--- config.mk ---
export PLATFORM = sky130hd
export DESIGN_NAME = dmwbc_ctrl
export DESIGN_NICKNAME = d
export VERILOG_FILES = /design/src/design/dmwbc_pkg.sv /design/src/design/dmwbc_ctrl.sv
export VERILOG_INCLUDE_DIRS = /design/src /design/src/design
export SDC_FILE = /design/constraint.sdc
export NUM_CORES = 1
export LEC_CHECK = 0
export ABC_AREA = 1
export BUFFER_PORTS_ARGS = -buffer_cell sky130_fd_sc_hd__buf_2
export CORE_AREA = 5 5 42 44
export CTS_BUF_LIST = sky130_fd_sc_hd__clkbuf_4
export CTS_CLUSTER_SIZE = 30
export DETAILED_ROUTE_END_ITERATION = 12
export DIE_AREA = 0 0 47 49
export PLACE_DENSITY_LB_ADDON = 0.25
export SLEW_MARGIN = 20
export SYNTH_ARGS = -nofsm -noshare
export SYNTH_HDL_FRONTEND = slang
export SYNTH_SLANG_ARGS = --single-unit
--- constraint.sdc ---
create_clock -name clk -period 1.15 [get_ports clk]
set_input_delay 0.23 -clock clk [delete_from_list [all_inputs] [get_ports clk]]
set_output_delay 0.23 -clock clk [all_outputs]
set_load 0.05 [all_outputs]
--- src/design/direct_mapped_writeback_cache_assert.svh ---
// Assertion macros for the direct-mapped write-back cache.
// Included by the controller and datapath modules; depends on nothing else.
`ifndef DIRECT_MAPPED_WRITEBACK_CACHE_ASSERT_SVH
`define DIRECT_MAPPED_WRITEBACK_CACHE_ASSERT_SVH
`ifndef NO_ASSERTIONS
`define DMWBC_ASSERT_IMPL(label, clk, rst, ante, cons, msg) \
  label: assert property (@(posedge clk) disable iff (rst) (ante) |-> (cons)) else $error(msg);
`define DMWBC_ASSERT_NEXT(label, clk, rst, ante, cons, msg) \
  label: assert property (@(posedge clk) disable iff (rst) (ante) |=> (cons)) else $error(msg);
`define DMWBC_ASSERT_NEVER(label, clk, rst, expr, msg) \
  label: assert property (@(posedge clk) disable iff (rst) !(expr)) else $error(msg);
`else
`define DMWBC_ASSERT_IMPL(label, clk, rst, ante, cons, msg)
`define DMWBC_ASSERT_NEXT(label, clk, rst, ante, cons, msg)
`define DMWBC_ASSERT_NEVER(label, clk, rst, expr, msg)
`endif
`endif

--- src/design/dmwbc_pkg.sv ---
// Shared types and constants for the direct-mapped write-back cache.
// Used by the controller, the datapath and the top level; no dependencies.
`default_nettype none
package dmwbc_pkg;
  localparam int ADDR_W = 16;
  localparam int DATA_W = 8;
  localparam int CACHE_BYTES_DEF = 256;
  localparam int LINE_BYTES_DEF = 8;
  localparam int MEMORY_BYTES_DEF = 65536;

  localparam logic MODE_READ = 1'b0;
  localparam logic MODE_WRITE = 1'b1;

  typedef enum logic [2:0] {
    ST_CLEAR,
    ST_IDLE,
    ST_LOOKUP,
    ST_WRITEBACK,
    ST_FILL,
    ST_ACCESS,
    ST_RESPOND
  } state_t;

  typedef struct packed {
    logic clr_step;
    logic accept;
    logic check;
    logic cnt_reset;
    logic wb_step;
    logic fill_step;
    logic fill_commit;
    logic acc_write;
    logic acc_read;
  } ctrl_cmd_t;

  typedef struct packed {
    logic clr_last;
    logic cnt_last;
    logic hit;
    logic victim_dirty;
    logic is_write;
  } ctrl_status_t;
endpackage
`default_nettype wire

--- src/design/dmwbc_ctrl.sv ---
// Controller state machine of the cache: clearing pass, lookup, write-back, refill.
// Depends on dmwbc_pkg and the assertion macro header.
`default_nettype none
`include "direct_mapped_writeback_cache_assert.svh"
module dmwbc_ctrl (
  input  wire logic                   clk,
  input  wire logic                   rst,
  input  wire logic                   start,
  output logic                        busy,
  output logic                        done,
  output dmwbc_pkg::ctrl_cmd_t        cmd,
  input  wire dmwbc_pkg::ctrl_status_t status
);
  dmwbc_pkg::state_t state;
  dmwbc_pkg::state_t state_next;

  always_ff @(posedge clk) begin
    if (rst) begin
      state <= dmwbc_pkg::ST_CLEAR;
    end else begin
      state <= state_next;
    end
  end

  always_comb begin
    state_next = state;
    cmd = '0;
    busy = (state != dmwbc_pkg::ST_IDLE);
    done = 1'b0;
    unique case (state)
      dmwbc_pkg::ST_CLEAR: begin
        cmd.clr_step = 1'b1;
        if (status.clr_last) begin
          state_next = dmwbc_pkg::ST_IDLE;
        end
      end
      dmwbc_pkg::ST_IDLE: begin
        if (start) begin
          cmd.accept = 1'b1;
          state_next = dmwbc_pkg::ST_LOOKUP;
        end
      end
      dmwbc_pkg::ST_LOOKUP: begin
        cmd.check = 1'b1;
        cmd.cnt_reset = 1'b1;
        priority if (status.hit) begin
          state_next = dmwbc_pkg::ST_ACCESS;
        end else if (status.victim_dirty) begin
          state_next = dmwbc_pkg::ST_WRITEBACK;
        end else begin
          state_next = dmwbc_pkg::ST_FILL;
        end
      end
      dmwbc_pkg::ST_WRITEBACK: begin
        cmd.wb_step = 1'b1;
        if (status.cnt_last) begin
          cmd.cnt_reset = 1'b1;
          state_next = dmwbc_pkg::ST_FILL;
        end
      end
      dmwbc_pkg::ST_FILL: begin
        cmd.fill_step = 1'b1;
        if (status.cnt_last) begin
          cmd.cnt_reset = 1'b1;
          cmd.fill_commit = 1'b1;
          state_next = dmwbc_pkg::ST_ACCESS;
        end
      end
      dmwbc_pkg::ST_ACCESS: begin
        if (status.is_write) begin
          cmd.acc_write = 1'b1;
          state_next = dmwbc_pkg::ST_IDLE;
        end else begin
          cmd.acc_read = 1'b1;
          state_next = dmwbc_pkg::ST_RESPOND;
        end
      end
      dmwbc_pkg::ST_RESPOND: begin
        done = 1'b1;
        state_next = dmwbc_pkg::ST_IDLE;
      end
      default: begin
        state_next = dmwbc_pkg::ST_IDLE;
      end
    endcase
  end

  `DMWBC_ASSERT_NEXT(a_accept_to_lookup, clk, rst, start && !busy, state == dmwbc_pkg::ST_LOOKUP, "accepted transaction did not start lookup")
  `DMWBC_ASSERT_IMPL(a_respond_after_read, clk, rst, done, $past(cmd.acc_read), "result without a preceding read access")
  `DMWBC_ASSERT_IMPL(a_done_while_busy, clk, rst, done, busy, "result strobe while idle")
endmodule
`default_nettype wire

# Yosys cells after proc, flatten, opt, wreduce, memory -nomap -nowiden
# Cells that the tools add are included.
dict set report word_totals {
  out_inout_bits 11
  wordCells 35
  latch_bits 0
  register_bits 3
  ram_bits 0
  mem_count 0
  mem_bits_ro 0
  in_bits 8
}
dict set report op_classes {
  addsub 0
  n_eq_ne 11
  shift 0
  mux 20
  bitwise 0
  order_cmp 0
  n_div 0
  n_reduce_logical 3
  multipliers 0
}
# op n
set op_table {}
lappend op_table {{two-way mux 3 bit} 7}
lappend op_table {{one-hot mux 3 bit (6 select lines)} 1}
lappend op_table {{equality test 3 bit (second input constant)} 3}
lappend op_table {{two-way mux 1 bit} 9}
lappend op_table {{inequality test 2 bit (second input constant)} 4}
lappend op_table {{equality test 3 x 2 -> 1 bit (second input constant)} 2}
lappend op_table {{two-way mux 2 bit} 2}
lappend op_table {{AND reduction 4 bit} 1}
lappend op_table {{equality test 3 x 1 -> 1 bit (second input constant)} 1}
lappend op_table {{zero test 3 bit} 1}
lappend op_table {{inequality test 3 x 1 -> 1 bit (second input constant)} 1}
lappend op_table {{one-hot mux 1 bit (2 select lines)} 1}
lappend op_table {{OR reduction 2 bit} 1}

# Logic depth before layout (Yosys ltp)
dict set report depth {
  depth_word 3
  depth_mapped 8
  ltp_nobuf 7
}

# Least setup slack after synthesis
# OpenSTA, ideal clock, no wires.
dict set report synth_path {
  path_type {reg2out}
  start {register state[0]}
  end {output cmd[1] (netlist bit)}
  stages_incl_launch_ff 3
  required_time_ns 0.920
  t_arrival_ns 2.034
  slack_ns -1.114
  n_path_buf 0
  path_cell_list {dfxtp_1 -> inv_2 -> nor4_1}
}
# item line_no
set synth_rtl {}
lappend synth_rtl {{start: declaration} dmwbc_ctrl.sv:14} ;# dmwbc_pkg::state_t state;
lappend synth_rtl {{start signal: assignment} dmwbc_ctrl.sv:19} ;# state <= dmwbc_pkg::ST_CLEAR;
lappend synth_rtl {{start signal: assignment} dmwbc_ctrl.sv:21} ;# state <= state_next;
lappend synth_rtl {{end: declaration} dmwbc_ctrl.sv:11} ;# output dmwbc_pkg::ctrl_cmd_t cmd,

==> impl_metrics.py <==
metrics = {
    "sta": {
        "max_freq_ghz": 0.708,
        "finalMaxSlewViolations": 0,
        "relSlewSlack_pct": 80.1,
        "period_needed_ns": 1.41,
        "finClkSkew_ns": 0.00307,
        "post-route-period-util_pct": 123,
        "tightest_slew_ns": 0.297,
        "hold_viol": 0,
        "grt_setup_unrepaired": "true",
        "setup_violations": 14,
        "worst_slack_ns": -0.262,
        "timing.hold.ws_ns": 0.178,
    },
    "floorplanning": {
        "io_pins": 19,
        "start_util_pct": 28.1,
        "dieWidth_um": 47,
        "core_area_um2": 1400,
        "rows": 14,
        "die_area_um2": 2300,
        "die_h_um": 49,
    },
    "placement": {
        "port-buffer-count": 18,
        "place_area_um2": 718,
        "dp_slack_ns": -0.175,
        "hpwlAfterDp_um": 1020,
        "globalplace.congestion": 0.765,
    },
    "synthesis": {
        "ys_types": 21,
        "synth_top_area_cell": "dfxtp_1",
        "yosys-top-cells-area": "dfxtp_1 (15%), nand3_2 (15%), nand2_1 (12%)",
        "ys_seq_elements": 3,
        "yosysWarnings": 0,
        "synth_cells": 63,
        "netlist_area_um2": 394,
        "syn_nets": 71,
        "yosysTopAreaCellShare_pct": 15.2,
        "yosysSeqAreaShare_pct": 15.2,
        "syn_area_per_cell_um2": 6.26,
    },
    "finish": {
        "n_antenna_cell": 0,
        "largest_register_ffs": 3,
        "top_regs": "state (3)",
        "fillCellCount": 130,
        "fin_area_um2": 911,
        "largest_register": "state",
        "syn_to_final_growth_pct": 131,
        "final_core_util_pct": 65.0,
        "drive_above_1_share_pct": 76.2,
        "final_net_count": 114,
    },
    "drt": {
        "drt-total-wl_um": 1340,
        "drc": 0,
        "vias": 562,
        "drt_iter0_drc": 8,
        "firstDrtPassIters": 4,
        "wl_per_cell_um": 11.0,
        "detail-route-antenna-nets": 0,
        "vias_per_cell": 4.64,
    },
    "setup_path": {
        "required_ns": 0.92,
        "crit_type": "flop to primary output",
        "reg2reg_slack_ns": -0.09,
        "end_kind": "primary output",
        "crit_fanout": 4,
        "worst_setup_path_start_kind": "flop",
        "cp-startpoint": "state[1]",
        "reg2reg_from": "state[1]",
        "crit_path_top_delay_cell": "dfxtp_2",
        "worst_ep_arrival_time_ns": 1.18,
        "path_cells": "buf_4 -> nor2_4 -> inv_2 -> nor3_4 -> buf_6",
        "ff2ff_path_depth": 9,
        "critPathMaxStageDelay_ns": 0.33,
    },
    "power_and_ir_drop": {
        "leakagePower_uw": 0.000427,
        "ir_drop_v": 0.00122,
        "power_density_nw_per_um2": 2550,
        "power_uw": 2320,
    },
    "clocking": {
        "clkSinkCount": 3,
        "clockRootBuffer": "clkbuf_4",
        "ctsHtreeMaxLevel": 1,
        "clkTransAtPathRegs_ns": 0.04,
        "cts_hold_buffers": 0,
        "cts_buffers": 3,
        "clk_latency_ns": 0.24,
        "tritoncts": "built",
        "cts.path.max_buffers": 2,
    },
    "hold_path": {
        "worstHoldStart": "rst",
        "whs_path_depth": 2,
        "hp-class": "primary input to flop",
    },
    "global_routing": {
        "antenna_found_initial": 0,
        "grt_max_degree": 7,
        "grt-ovfl-total": 0,
        "grtUsageTotal_pct": 13.1,
        "grt_pass1_wl_um": 2150,
        "grt_pass1_vias": 497,
    },
    "flow_run": {
        "drv_cap": 0,
    },
    "status": {
        "violations": "setup timing",
        "status": "finished with violations",
    },
}
## critical path, delay by kind of cell, from the launching register on
family / cells / cell delay, ns
flip-flops: 1 / 0.33
buffers and inverters: 3 / 0.40
AND/OR/NAND/NOR: 2 / 0.22
## area by class of cell
class | instances | area (um^2) | share of cell area, %
Inverter | 11 | 55.1 | 6.04
Multi-Input combinational cell | 47 | 390 | 42.9
Sequential cell | 3 | 68.8 | 7.55
Tap cell | 16 | 20.0 | 2.20
Clock buffer | 4 | 30.0 | 3.30
Timing Repair Buffer | 40 | 347 | 38.0
## Yosys cell counts
| cell | number |
|---|---|
| nor4_1 | 1 |
| nand3_2 | 6 |
| nor2_4 | 1 |
| inv_6 | 1 |
| o21ai_1 | 1 |
| o22ai_1 | 1 |
| buf_6 | 2 |
| nor2_2 | 4 |
| a21oi_2 | 1 |
| a21boi_0 | 1 |
| a21oi_1 | 1 |
| nor3_1 | 1 |
| nor2_1 | 7 |
| inv_2 | 1 |
| o21ai_0 | 2 |
| nand2_2 | 2 |
| nand3_1 | 4 |
| inv_1 | 9 |
| o211ai_1 | 1 |
| nand2_1 | 13 |
| dfxtp_1 | 3 |
## power by group
part | switching [uW] | leakage, uW | internal, uW
Combinational | 1070 | 0.000382 | 807
Sequential | 78.6 | 0.0000264 | 161
Clock | 56.2 | 0.0000184 | 154
Total | 1200 | 0.000427 | 1120
## kinds of logic after synthesis
| group | synth area share [%] |
|---|---|
| compound gates | 12.7 |
| flops | 15.2 |
| simple gates | 54.6 |
| buf+inv | 17.5 |
## metal layers
| layer | share of wire (%) | global-route usage [%] | vias up | routed length (um) |
|---|---|---|---|---|
| li1 | - | - | 285 | - |
| met1 | 44 | 16.6 | 259 | 587 |
| met2 | 50 | 18.6 | 14 | 662 |
| met3 | 4.3 | 5.90 | 4 | 58 |
| met4 | 2.0 | 5.53 | 0 | 27 |
| met5 | 0 | 0 | - | 0 |
## through the flow
| stage | TNS (ns) | std cells |
|---|---|---|
| detailed placement | -1.31 | 113 |
| CTS | -2.57 | 119 |
| floorplan | -1.49 | 63 |
| global placement | -1.24 | 113 |
| finish | -2.59 | 121 |
| global route | -3.55 | 121 |
## path summary, 6_finish.rpt
check,end
setup / recovery,cmd[2]
hold / removal,state[2]
setup reg to reg,state[0]
hold reg to reg,state[0]
## cell usage in the layout (no fill, tap or decap), drive strengths merged
cell type and n:
o21ai 3, buf 40, nand2 15, a21boi 1
clkbuf 4, o211ai 1, dfxtp 3, nor3 1
nand3 10, o22ai 1, nor4 1, nor2 12
clkinvlp 1, inv 10, a21oi 2
## repair_timing
item	CTS	global route
setup endpoints to repair	14	14
pin swaps	9	2
resized for setup	32	10
setup buffers	2	2
Note: power is estimated with default switching activity, not from simulation.
